<file path="src/design/lbm_pkg.sv">
// Package for the load balance monitor: sizes, register map, item types.
// No dependencies; imported by every design file.
`default_nettype none

package lbm_pkg;

  localparam int NUM_SERVERS = 16;
  localparam int ACC_WIDTH   = 48;

  localparam int SRV_IDX_W = (NUM_SERVERS > 1) ? $clog2(NUM_SERVERS) : 1;
  localparam int SC_W      = 5;
  localparam int IDX_W     = 8;
  localparam int BYTES_W   = 32;
  localparam int CNT16_W   = 16;
  localparam int RATIO_W   = 17;
  localparam int FRAC_W    = 8;
  localparam int MUL_B_W   = RATIO_W;
  localparam int MUL_P_W   = ACC_WIDTH + MUL_B_W;

  localparam int CFG_IDX_W  = 3;
  localparam int CFG_DATA_W = 17;

  localparam logic [CFG_IDX_W-1:0] REG_ENABLE  = 3'd0;
  localparam logic [CFG_IDX_W-1:0] REG_LIMIT   = 3'd1;
  localparam logic [CFG_IDX_W-1:0] REG_DEGREE  = 3'd2;
  localparam logic [CFG_IDX_W-1:0] REG_RATIO   = 3'd3;
  localparam logic [CFG_IDX_W-1:0] REG_SERVERS = 3'd4;

  localparam logic [CNT16_W-1:0] LIMIT_RST   = 16'd100;
  localparam logic [CNT16_W-1:0] DEGREE_RST  = 16'd512;
  localparam logic [RATIO_W-1:0] RATIO_RST   = 17'd39322;
  localparam logic [SC_W-1:0]    SERVERS_RST = 5'd16;

  localparam logic CMD_PROBE = 1'b0;
  localparam logic CMD_BATCH = 1'b1;

  typedef struct packed {
    logic               command;
    logic [IDX_W-1:0]   server_index;
    logic [BYTES_W-1:0] byte_count;
  } in_item_t;

  typedef struct packed {
    logic               index_error;
    logic               batch_checked;
    logic               batch_unbalanced;
    logic               verdict_ready;
    logic               verdict_failed;
    logic [CNT16_W-1:0] unbalanced_total;
    logic [CNT16_W-1:0] batches_done;
  } out_item_t;

endpackage

`default_nettype wire

</file>
<file path="src/design/lbm_acc_file.sv">
// Per-destination byte accumulators: one write port, one read port, clear-all.
// Depends on lbm_pkg.
`default_nettype none

module lbm_acc_file
  import lbm_pkg::*;
(
  input  wire logic                 clk,
  input  wire logic                 rst_n,
  input  wire logic                 clr,
  input  wire logic                 we,
  input  wire logic [SRV_IDX_W-1:0] waddr,
  input  wire logic [ACC_WIDTH-1:0] wdata,
  input  wire logic [SRV_IDX_W-1:0] raddr,
  output logic      [ACC_WIDTH-1:0] rdata
);

  logic [ACC_WIDTH-1:0] acc_r [NUM_SERVERS];

  always_ff @(posedge clk) begin
    if (!rst_n || clr) begin
      for (int k = 0; k < NUM_SERVERS; k++) acc_r[k] <= '0;
    end else if (we) begin
      acc_r[waddr] <= wdata;
    end
  end

  assign rdata = acc_r[raddr];

endmodule

`default_nettype wire

</file>
<file path="src/design/lbm_div.sv">
// Restoring divider, one quotient bit per cycle: total bytes / server count.
// Depends on lbm_pkg.
`default_nettype none

module lbm_div
  import lbm_pkg::*;
(
  input  wire logic                 clk,
  input  wire logic                 rst_n,
  input  wire logic                 start,
  input  wire logic [ACC_WIDTH-1:0] dividend,
  input  wire logic [SC_W-1:0]      divisor,
  output logic                      done,
  output logic      [ACC_WIDTH-1:0] quotient
);

  localparam int STEP_W = $clog2(ACC_WIDTH + 1);

  logic [ACC_WIDTH-1:0] quo_r;
  logic [SC_W-1:0]      rem_r;
  logic [SC_W-1:0]      dvs_r;
  logic [STEP_W-1:0]    cnt_r;
  logic                 run_r;
  logic                 done_r;
  logic [SC_W:0]        trial;
  logic                 fits;

  assign trial = {rem_r, quo_r[ACC_WIDTH-1]};
  assign fits  = (trial >= {1'b0, dvs_r});

  always_ff @(posedge clk) begin
    if (!rst_n) begin
      run_r  <= 1'b0;
      done_r <= 1'b0;
      cnt_r  <= '0;
    end else begin
      done_r <= 1'b0;
      if (start) begin
        run_r <= 1'b1;
        cnt_r <= STEP_W'(ACC_WIDTH);
      end else if (run_r) begin
        cnt_r <= cnt_r - 1'b1;
        if (cnt_r == STEP_W'(1)) begin
          run_r  <= 1'b0;
          done_r <= 1'b1;
        end
      end
    end
  end

  always_ff @(posedge clk) begin
    if (start) begin
      quo_r <= dividend;
      rem_r <= '0;
      dvs_r <= divisor;
    end else if (run_r) begin
      quo_r <= {quo_r[ACC_WIDTH-2:0], fits};
      rem_r <= fits ? SC_W'(trial - {1'b0, dvs_r}) : trial[SC_W-1:0];
    end
  end

  assign done     = done_r;
  assign quotient = quo_r;

endmodule

`default_nettype wire

</file>
<file path="src/design/lbm_mul.sv">
// Shared registered multiplier for the degree, per-destination and verdict products.
// Depends on lbm_pkg.
`default_nettype none

module lbm_mul
  import lbm_pkg::*;
(
  input  wire logic                 clk,
  input  wire logic [ACC_WIDTH-1:0] a,
  input  wire logic [MUL_B_W-1:0]   b,
  output logic      [MUL_P_W-1:0]   p
);

  logic [MUL_P_W-1:0] p_r;

  always_ff @(posedge clk) begin
    p_r <= MUL_P_W'(a) * MUL_P_W'(b);
  end

  assign p = p_r;

endmodule

`default_nettype wire

</file>
<file path="src/design/load_balance_monitor_top.sv">
// Load balance monitor top level: sequencer, configuration registers, output register.
// Depends on lbm_pkg, lbm_acc_file, lbm_div, lbm_mul.
//
// Usage:
//   Input channel (in_valid / in_stall / in_data) carries probes and end-of-batch
//   commands; every item produces exactly one result on the output channel
//   (out_valid / out_stall / out_data). The configuration port (cfg_valid /
//   cfg_ready / cfg_index / cfg_data) is always ready; write it only while idle.
//   Items are handled one at a time; in_stall is high while an item is in work.
//   A probe, or a skipped check, goes from its execute state straight to the output state.
//   An end-of-batch check runs the bit-serial average divider, then uses the shared
//   multiplier for the degree bound and for each destination visited, at most n and
//   stopping at the first unbalanced one, and once more when a verdict is due.
//   A finished result sits in the output register while the next item is taken;
//   with out_stall high the sequencer holds the next result until the slot frees.
//   Reset (rst_n low, synchronous) clears all accumulators, counts, the state, out_valid
//   and the configuration registers; datapath holding registers and out_data are not reset.
`default_nettype none

module load_balance_monitor_top
  import lbm_pkg::*;
(
  input  wire logic                  clk,
  input  wire logic                  rst_n,
  input  wire logic                  in_valid,
  output logic                       in_stall,
  input  wire in_item_t              in_data,
  output logic                       out_valid,
  input  wire logic                  out_stall,
  output out_item_t                  out_data,
  input  wire logic                  cfg_valid,
  output logic                       cfg_ready,
  input  wire logic [CFG_IDX_W-1:0]  cfg_index,
  input  wire logic [CFG_DATA_W-1:0] cfg_data
);

  localparam logic [3:0] S_IDLE  = 4'd0;
  localparam logic [3:0] S_EXEC  = 4'd1;
  localparam logic [3:0] S_DIV   = 4'd2;
  localparam logic [3:0] S_MDEG  = 4'd3;
  localparam logic [3:0] S_MDEGW = 4'd4;
  localparam logic [3:0] S_RD    = 4'd5;
  localparam logic [3:0] S_CMP   = 4'd6;
  localparam logic [3:0] S_UPD   = 4'd7;
  localparam logic [3:0] S_VERD  = 4'd8;
  localparam logic [3:0] S_OUT   = 4'd9;

  logic [3:0] state_r, state_nxt;

  logic               en_r;
  logic [CNT16_W-1:0] limit_r;
  logic [CNT16_W-1:0] degree_r;
  logic [RATIO_W-1:0] ratio_r;
  logic [SC_W-1:0]    servers_r;

  in_item_t             item_r;
  logic [ACC_WIDTH-1:0] total_r;
  logic [CNT16_W-1:0]   batches_r;
  logic [CNT16_W-1:0]   unb_r;
  logic [SRV_IDX_W-1:0] i_r;
  logic [ACC_WIDTH-1:0] avg_r;
  logic [MUL_P_W-1:0]   dmax_r;
  logic [ACC_WIDTH-1:0] acc_cur_r;
  logic                 err_r, chk_r, unbal_r, rdy_r, fail_r;

  logic                 out_valid_r;
  out_item_t            out_data_r;

  logic [SC_W-1:0]      n_eff;
  logic                 in_xfer;
  logic                 slot_free;
  logic                 idx_bad;
  logic [SRV_IDX_W-1:0] probe_idx;
  logic [ACC_WIDTH-1:0] acc_rdata;
  logic [ACC_WIDTH:0]   acc_sum, tot_sum;
  logic [ACC_WIDTH-1:0] acc_sat, tot_sat;
  logic                 acc_we, acc_clr;
  logic [SRV_IDX_W-1:0] acc_raddr;
  logic                 div_start, div_done;
  logic [ACC_WIDTH-1:0] div_q;
  logic [ACC_WIDTH-1:0] mul_a;
  logic [MUL_B_W-1:0]   mul_b;
  logic [MUL_P_W-1:0]   mul_p;
  logic                 unb_hit;
  logic                 last_srv;
  logic [CNT16_W-1:0]   batches_inc;

  always_comb begin
    if (servers_r == '0) begin
      n_eff = SC_W'(1);
    end else if (int'(servers_r) > NUM_SERVERS) begin
      n_eff = SC_W'(NUM_SERVERS);
    end else begin
      n_eff = servers_r;
    end
  end

  assign in_stall  = (state_r != S_IDLE);
  assign in_xfer   = in_valid && !in_stall;
  assign slot_free = !out_valid_r || !out_stall;
  assign cfg_ready = 1'b1;

  assign probe_idx = SRV_IDX_W'(item_r.server_index);
  assign idx_bad   = ({1'b0, item_r.server_index} >= (IDX_W + 1)'(n_eff));
  assign acc_raddr = (state_r == S_EXEC) ? probe_idx : i_r;

  assign acc_sum = {1'b0, acc_rdata} + (ACC_WIDTH + 1)'(item_r.byte_count);
  assign tot_sum = {1'b0, total_r} + (ACC_WIDTH + 1)'(item_r.byte_count);
  assign acc_sat = acc_sum[ACC_WIDTH] ? '1 : acc_sum[ACC_WIDTH-1:0];
  assign tot_sat = tot_sum[ACC_WIDTH] ? '1 : tot_sum[ACC_WIDTH-1:0];

  assign batches_inc = batches_r + 1'b1;
  assign last_srv    = ((int'(i_r) + 1) == int'(n_eff));
  assign unb_hit     = (MUL_P_W'({acc_cur_r, FRAC_W'(0)}) > dmax_r) ||
                       (MUL_P_W'({avg_r, FRAC_W'(0)}) > mul_p);

  always_comb begin
    unique case (state_r)
      S_MDEG:  begin
        mul_a = avg_r;
        mul_b = MUL_B_W'(degree_r);
      end
      S_UPD:   begin
        mul_a = ACC_WIDTH'(batches_inc);
        mul_b = ratio_r;
      end
      default: begin
        mul_a = acc_rdata;
        mul_b = MUL_B_W'(degree_r);
      end
    endcase
  end

  assign acc_we    = (state_r == S_EXEC) && (item_r.command == CMD_PROBE) && en_r &&
                     (batches_r <= limit_r) && !idx_bad;
  assign acc_clr   = (state_r == S_UPD);
  assign div_start = (state_r == S_EXEC) && (item_r.command == CMD_BATCH) && en_r &&
                     (batches_r < limit_r) && (total_r != '0);

  lbm_acc_file u_acc (
    .clk   (clk),
    .rst_n (rst_n),
    .clr   (acc_clr),
    .we    (acc_we),
    .waddr (probe_idx),
    .wdata (acc_sat),
    .raddr (acc_raddr),
    .rdata (acc_rdata)
  );

  lbm_div u_div (
    .clk      (clk),
    .rst_n    (rst_n),
    .start    (div_start),
    .dividend (total_r),
    .divisor  (n_eff),
    .done     (div_done),
    .quotient (div_q)
  );

  lbm_mul u_mul (
    .clk (clk),
    .a   (mul_a),
    .b   (mul_b),
    .p   (mul_p)
  );

  always_comb begin
    state_nxt = state_r;
    unique case (state_r)
      S_IDLE:  if (in_xfer) state_nxt = S_EXEC;
      S_EXEC:  state_nxt = div_start ? S_DIV : S_OUT;
      S_DIV:   if (div_done) state_nxt = S_MDEG;
      S_MDEG:  state_nxt = S_MDEGW;
      S_MDEGW: state_nxt = S_RD;
      S_RD:    state_nxt = S_CMP;
      S_CMP:   state_nxt = (unb_hit || last_srv) ? S_UPD : S_RD;
      S_UPD:   state_nxt = (batches_inc == limit_r) ? S_VERD : S_OUT;
      S_VERD:  state_nxt = S_OUT;
      S_OUT:   if (slot_free) state_nxt = S_IDLE;
      default: state_nxt = S_IDLE;
    endcase
  end

  always_ff @(posedge clk) begin
    if (!rst_n) begin
      state_r   <= S_IDLE;
      en_r      <= 1'b0;
      limit_r   <= LIMIT_RST;
      degree_r  <= DEGREE_RST;
      ratio_r   <= RATIO_RST;
      servers_r <= SERVERS_RST;
      total_r   <= '0;
      batches_r <= '0;
      unb_r     <= '0;
    end else begin
      state_r <= state_nxt;
      if (cfg_valid && cfg_ready) begin
        unique case (cfg_index)
          REG_ENABLE:  en_r      <= cfg_data[0];
          REG_LIMIT:   limit_r   <= cfg_data[CNT16_W-1:0];
          REG_DEGREE:  degree_r  <= cfg_data[CNT16_W-1:0];
          REG_RATIO:   ratio_r   <= cfg_data[RATIO_W-1:0];
          REG_SERVERS: servers_r <= cfg_data[SC_W-1:0];
          default:     ;
        endcase
      end
      if (acc_we) total_r <= tot_sat;
      if (state_r == S_UPD) begin
        total_r   <= '0;
        batches_r <= batches_inc;
        if (unbal_r && (unb_r != '1)) unb_r <= unb_r + 1'b1;
      end
    end
  end

  // datapath holding registers
  always_ff @(posedge clk) begin
    if (in_xfer) begin
      item_r  <= in_data;
      err_r   <= 1'b0;
      chk_r   <= 1'b0;
      unbal_r <= 1'b0;
      rdy_r   <= 1'b0;
      fail_r  <= 1'b0;
    end
    if (state_r == S_EXEC) begin
      err_r <= (item_r.command == CMD_PROBE) && en_r && (batches_r <= limit_r) && idx_bad;
      chk_r <= div_start;
      i_r   <= '0;
    end
    if (div_done) avg_r <= div_q;
    if (state_r == S_MDEGW) dmax_r <= mul_p;
    if (state_r == S_RD) acc_cur_r <= acc_rdata;
    if (state_r == S_CMP) begin
      if (unb_hit) unbal_r <= 1'b1;
      if (!unb_hit && !last_srv) i_r <= i_r + 1'b1;
    end
    if (state_r == S_UPD) rdy_r <= (batches_inc == limit_r);
    if (state_r == S_VERD) fail_r <= (MUL_P_W'({unb_r, 16'h0000}) > mul_p);
  end

  always_ff @(posedge clk) begin
    if (!rst_n) begin
      out_valid_r <= 1'b0;
    end else if ((state_r == S_OUT) && slot_free) begin
      out_valid_r <= 1'b1;
    end else if (!out_stall) begin
      out_valid_r <= 1'b0;
    end
  end

  always_ff @(posedge clk) begin
    if ((state_r == S_OUT) && slot_free) begin
      out_data_r.index_error      <= err_r;
      out_data_r.batch_checked    <= chk_r;
      out_data_r.batch_unbalanced <= unbal_r;
      out_data_r.verdict_ready    <= rdy_r;
      out_data_r.verdict_failed   <= fail_r;
      out_data_r.unbalanced_total <= unb_r;
      out_data_r.batches_done     <= batches_r;
    end
  end

  assign out_valid = out_valid_r;
  assign out_data  = out_data_r;

endmodule

`default_nettype wire

</file>
<file path="config.mk">
export PLATFORM = sky130hd
export DESIGN_NAME = load_balance_monitor_top
export DESIGN_NICKNAME = d
export VERILOG_FILES = /design/src/design/lbm_pkg.sv /design/src/design/lbm_acc_file.sv /design/src/design/lbm_div.sv /design/src/design/lbm_mul.sv /design/src/design/load_balance_monitor_top.sv
export SDC_FILE = /design/constraint.sdc
export NUM_CORES = 2
export LEC_CHECK = 0
export ABC_CLOCK_PERIOD_IN_PS = 22600
export BUFFER_PORTS_ARGS = -buffer_cell sky130_fd_sc_hd__buf_4
export CORE_ASPECT_RATIO = 0.7
export CORE_MARGIN = 8
export CORE_UTILIZATION = 47
export CTS_BUF_LIST = sky130_fd_sc_hd__clkbuf_8
export DETAILED_ROUTE_END_ITERATION = 8
export GPL_TIMING_DRIVEN = 0
export SLEW_MARGIN = 25
export SYNTH_ARGS = -nofsm -noshare
export SYNTH_HDL_FRONTEND = slang
export SYNTH_SLANG_ARGS = --single-unit
</file>
<file path="constraint.sdc">
create_clock -name clk -period 22.6 [get_ports clk]
set_input_delay 2.26 -clock clk [delete_from_list [all_inputs] [get_ports clk]]
set_output_delay 2.26 -clock clk [all_outputs]
set_load 0.05 [all_outputs]
</file>
* Word level (Yosys, flattened, before mapping)
Memory sizes are Yosys's and may differ from the RTL's. Cells that the tools add are included.
Storage, ports and cells: memories 1, input port bits 66, register bits after elaboration 519, memory bits (writable) 768, output and inout bits 40
Memories:
- u_acc.acc_r | depth 16, bits a word 48, read ports 1, clocked after memory_dff 0, write ports 16, line lbm_acc_file.sv:18 | logic [ACC_WIDTH-1:0] acc_r [NUM_SERVERS];
Cells by class: equal/unequal tests 21, add/sub/neg operators 8, magnitude comparators 8, bitwise operators 3, $mul 1, reductions and logical operators 46, muxes and demuxes 44
Operator list (count):
- 2-to-1 mux 48 bit | 5
- > comparator 56 x 65 -> 1 bit | 2
- adder 48 x 32 -> 49 bit | 2
- one-hot mux 48 bit (2 select lines) | 1
- > comparator 32 x 65 -> 1 bit | 1
- multiplier 48 x 17 -> 65 bit | 1
- nonzero test 48 bit | 1
- OR reduction 48 bit | 1
- one-hot mux 4 bit (10 select lines) | 1
- 2-to-1 mux 4 bit | 9
- adder 16 x 1 -> 16 bit (second input constant) | 2
- 2-to-1 mux 1 bit | 21
- 2-to-1 mux 17 bit | 1
- == test 16 bit | 1
- == test 4 x 3 -> 1 bit (second input constant) | 4
- <= comparator 16 bit | 1
- < comparator 16 bit | 1
- inequality test 16 bit (second input constant) | 1
- logical AND 1 bit | 15
- 2-to-1 mux 5 bit | 3
- 2-to-1 mux 6 bit | 2
- AND reduction 2 bit | 6
- == test 4 x 2 -> 1 bit (second input constant) | 2
- == test 4 bit (second input constant) | 2
- 27 further kinds | 45

* Depth between registers and ports, before layout
word-level depth 11, depth in mapped cells 42

* By module
A second synthesis with hierarchy kept.
Second synthesis, totals: cells, all modules 7865, area total of the unflattened synthesis 84895.2 µm²
Modules (own cells, without submodules):
- lbm_acc_file | instances 1, cells each 2267, area each 32832.7 µm²
- lbm_mul | instances 1, cells each 3142, area each 27007.2 µm²
- load_balance_monitor_top | instances 1, cells each 2255, area each 22110.0 µm²
- lbm_div | instances 1, cells each 201, area each 2945.3 µm²

* Least setup slack after synthesis
OpenSTA, ideal clock, no wires.
path type register to register, start register state_r[1], end register u_mul.p_r[36], in the netlist u_mul.p[36], path slack 12.874 ns, buffers on the path 11, arrival time 9.653 ns, setup time 0.072 ns, cell stages (with the launch flop) 38, cells stage by stage dfxtp_1 > clkbuf_1 > or3b_1 > clkbuf_1 > o22ai_1 > buf_2 > buf_2 > buf_2 > buf_2 > buf_2 > buf_2 > buf_1 > nand2_1 > nand3_1 > nand3_1 > a31oi_1 > nor2_1 > nor3_1 > [2 not listed] > fa_1 > fa_1 > fa_1 > inv_1 > fa_1 > fa_1 > fa_1 > ha_1 > clkbuf_1 > nand4_1 > a211oi_1 > nor4_1 > o221ai_1 > a41o_1 > a31o_2 > a221o_1 > a221oi_1 > xnor2_1
Between the ends: longest elaborated chain between the ends 5, elaborated cells on any way between the ends 8, those cells by class mul (1); eq/ne (3); mux (3); memory (1)
RTL lines:
- start, declared | line load_balance_monitor_top.sv:48 | logic [3:0] state_r, state_nxt;
- start signal, assigned | line load_balance_monitor_top.sv:197 | state_r <= state_nxt;
- == test 4 x 1 -> 1 bit | line load_balance_monitor_top.sv:105 | assign acc_raddr = (state_r == S_EXEC) ? probe_idx : i_r;
- 2-to-1 mux 4 bit | line load_balance_monitor_top.sv:105
- memory read (16 x 48 bit)
- named net acc_rdata[11] | line load_balance_monitor_top.sv:74 | logic [ACC_WIDTH-1:0] acc_rdata;
- one-hot mux 48 bit (2 select lines) | line load_balance_monitor_top.sv:118 | unique case (state_r)
- multiplier 48 x 17 -> 65 bit | line lbm_mul.sv:17 | p_r <= MUL_P_W'(a) * MUL_P_W'(b);
- end signal, assigned | line lbm_mul.sv:17
- end, declared | line lbm_mul.sv:14 | logic [MUL_P_W-1:0] p_r;
The timed path passes the listed nets, and every way through them passes these cells. A chain may end at the register's enable or synchronous reset.

* Worst setup path in the final report
start register state_r[3], end register u_mul.p_r[62], in the netlist u_mul.p[62]
Same word-level chain as after synthesis.

==> out/results.ini <==
[layout]
nets = 10100
nFillCells = 16680
multiInputGateArea_um2 = 44060
drive_gt1_share_pct = 9.112
regArea_um2 = 36420
area_growth_syn_to_layout_pct = 10.41

[logic_synthesis]
synth.distinct_cells = 85
netlist_area_um2 = 85640
async_reset_ff_share_pct = 0
synth_edf_count = 1064
netlist_instances = 8609
ys_seq_elements = 1287
ys.flop_type = edfxtp_1
yosysWarnings = 0
yosysSeqAreaShare_pct = 42.52
avgSynthCellArea_um2 = 9.948

[worst_setup_path]
crit_arrival_ns = 16.45
worstPathRequired_ns = 23.36
crit_slowest_cell = clkbuf_1
worst_path_largest_cell_delay_ns = 0.98
cp-end-kind = flop
cp-start-kind = flop
worstPathMaxFanout = 10
critPathKind = flop to flop
crit_top_cell = clkbuf_1
rr_worst_depth = 37

[timing]
period_share_pct = 69.44
slew_headroom_pct = 14.71
final.setup.worst_slack_ns = 6.907
max_freq_ghz = 0.06372
fin_tns_setup_ns = 0
slew_viol_final = 0
clock_skew_ns = 0.09871
period_minus_slack_ns = 15.69
rsz0062_at_grt = false
worst_pin_slew_ns = 1.268
setup_viol = 0
hold_viol_final = 0

[clocking]
root_buffer = clkbuf_8
path_clk_slew_ns = 0.07
post-cts-setup-buffers = 0
cts_buffer_depth = 4
cts_tree = built
cts.sinks = 1287
numCtsBuffers = 208
clk_latency_ns = 0.99
cts_hold_buf = 0
cts_resized = 0
ctsHtreeMaxLevel = 4

[global_routing]
grt_max_degree = 50
track_usage_pct = 31.42
antenna_found_initial = 20
grt_overflow = 0
grt_pass1_wl_um = 454400
grt_pass1_vias = 65240

[status]
violations = DRC
status = finished with violations

[placed_design]
post-place-ws_ns = 7.535
dp_hpwl_um = 242200
place.gp.congestion = 0.9838
port_buffers = 102

[routing]
wire_per_inst_um = 27.61
first_pass_iters = 9
vias = 68580
via_per_inst = 5.935
drc = 27
drt_iter0_markers = 9892
wl_um = 319000
ant_nets = 0

[floorplan]
core_area_um2 = 181600
die_y_um = 373.1
io_pins = 106
die_w_um = 526.2
dieArea_um2 = 196300
rows = 131
initial_core_util_pct = 47.16

[pwr]
leakage_uw = 0.03944
p_per_area_nw_per_um2 = 80.54
vdd_ir_drop_max_v = 0.00004809

[run]
cap_violations = 0

[hold_path]
min-delay-path-class = flop to flop
hold_depth = 0

-- power by group --
group | switching (µW) | leakage, µW | internal, µW | total (µW)
clock network | 1010 | 0.00224 | 1010 | 2020
logic | 1970 | 0.0248 | 843 | 2810
registers | 82.4 | 0.0124 | 2700 | 2790
total | 3060 | 0.0394 | 4550 | 7620
-- layout make-up --
| class | count | area share (%) |
|---|---|---|
| tap | 2394 | 3.168 |
| sequential | 1287 | 38.51 |
| timing repair buffer | 145 | 1.540 |
| antenna | 8 | 0.02117 |
| clock inverter | 143 | 0.8760 |
| clock buffer | 225 | 3.275 |
| multi-input combinational | 5875 | 46.59 |
| buffer | 505 | 2.149 |
| inverter | 973 | 3.865 |
-- metal layers --
layer,global-route usage [%],routed length (µm),vias up
met5,0.2181,98,-
met4,10.32,12160,8
met3,11.54,47180,680
met2,41.31,122100,4370
met1,47.35,137500,34150
li1,-,-,29370
-- kinds of logic after synthesis --
logic type	synth area share (%)
multiplexers	1.743
buffers and inverters	6.579
flip-flops	42.52
adder cells (fa/ha/maj)	21.23
AND/OR/NAND/NOR	18.43
AO/OA/AOI/OAI	7.626
XOR/XNOR	1.861
other	0.008769
-- per-stage QoR --
stage | util, % | cells | power (µW) | cell area, µm² | hold WS (ns)
floorplan | - | 8640 | 4540 | 85760 | 0.3996
global placement | 49.29 | 11140 | 5530 | 89520 | 0.4047
detailed placement | 49.87 | 11180 | 5571 | 90570 | 0.4067
CTS | 52.03 | 11550 | 7566 | 94490 | 0.4104
global route | 52.06 | 11550 | 7951 | 94540 | 0.4316
finish | 52.07 | 11560 | 7616 | 94560 | 0.4254
-- placed cells by master (no fill, tap or decap), drive strengths merged, types with 55 or more instances in the layout --
master / n
buf: 236
nand2b: 110
nor3: 95
nand3: 320
nor2: 1094
and3: 96
a31oi: 72
xnor2: 134
nand2: 1292
mux2i: 68
ha: 346
or2: 179
and2: 139
clkinv: 67
a311oi: 62
fa: 692
a21oi: 216
a21o: 119
o21ai: 105
nand4: 74
edfxtp: 1064
a211oi: 58
dfxtp: 223
mux2: 55
inv: 1037
clkbuf: 636
-- worst max-delay path, delay by kind of cell (launching register included) --
| family | cells | cell delay, ns |
|---|---|---|
| buffers and inverters | 13 | 5.09 |
| flip-flops | 1 | 0.56 |
| AND/OR/NAND/NOR | 8 | 2.55 |
| adder cells (fa/ha/maj) | 7 | 3.20 |
| AO/OA/AOI/OAI | 8 | 3.06 |
| multiplexers | 1 | 0.92 |
-- synth_stat cells, types with 53 or more instances --
library cell  number  area share, %
a211oi_1          56           0.49
a21boi_0          53           0.46
a21o_1           119            1.0
a21oi_1          215            1.3
a311oi_1          61           0.62
a31oi_1           72           0.53
and2_1           139            1.0
and3_1            96           0.70
buf_2             57           0.33
clkbuf_1         411            1.8
dfxtp_1          223            5.2
edfxtp_1        1064             37
fa_1             692             16
ha_1             346            5.1
inv_1            972            4.3
mux2_2            55           0.72
mux2i_1           67           0.78
nand2_1         1292            5.7
nand2b_1         110           0.80
nand3_1          320            1.9
nand4_1           74           0.54
nor2_1          1094            4.8
nor3_1            92           0.54
o21ai_0          102           0.60
or2_2            179            1.3
xnor2_1          134            1.4
-- registers in the layout (all words and copies together), names as in the netlist, 4 cells and up --
signal	flops
ratio_r	17
out_data	37
unb_r	16
avg_r	48
u_div.rem_r	5
u_acc.acc_r	768
batches_r	16
u_div.dvs_r	5
dmax_r	65
u_mul.p	65
acc_cur_r	48
u_div.quotient	48
total_r	48
degree_r	16
i_r	4
item_r	41
u_div.cnt_r	6
limit_r	16
servers_r	5
state_r	4
-- final timing paths --
kind / slack [ns] / end / startpoint
setup reg to reg: 6.91 / u_mul.p[62] / state_r[3]
setup / recovery: 6.91 / u_mul.p[62] / state_r[3]
hold / removal: 0.43 / avg_r[1] / u_div.quotient[1]
hold reg to reg: 0.43 / avg_r[1] / u_div.quotient[1]
Note: power is estimated with default switching activity, not from simulation.
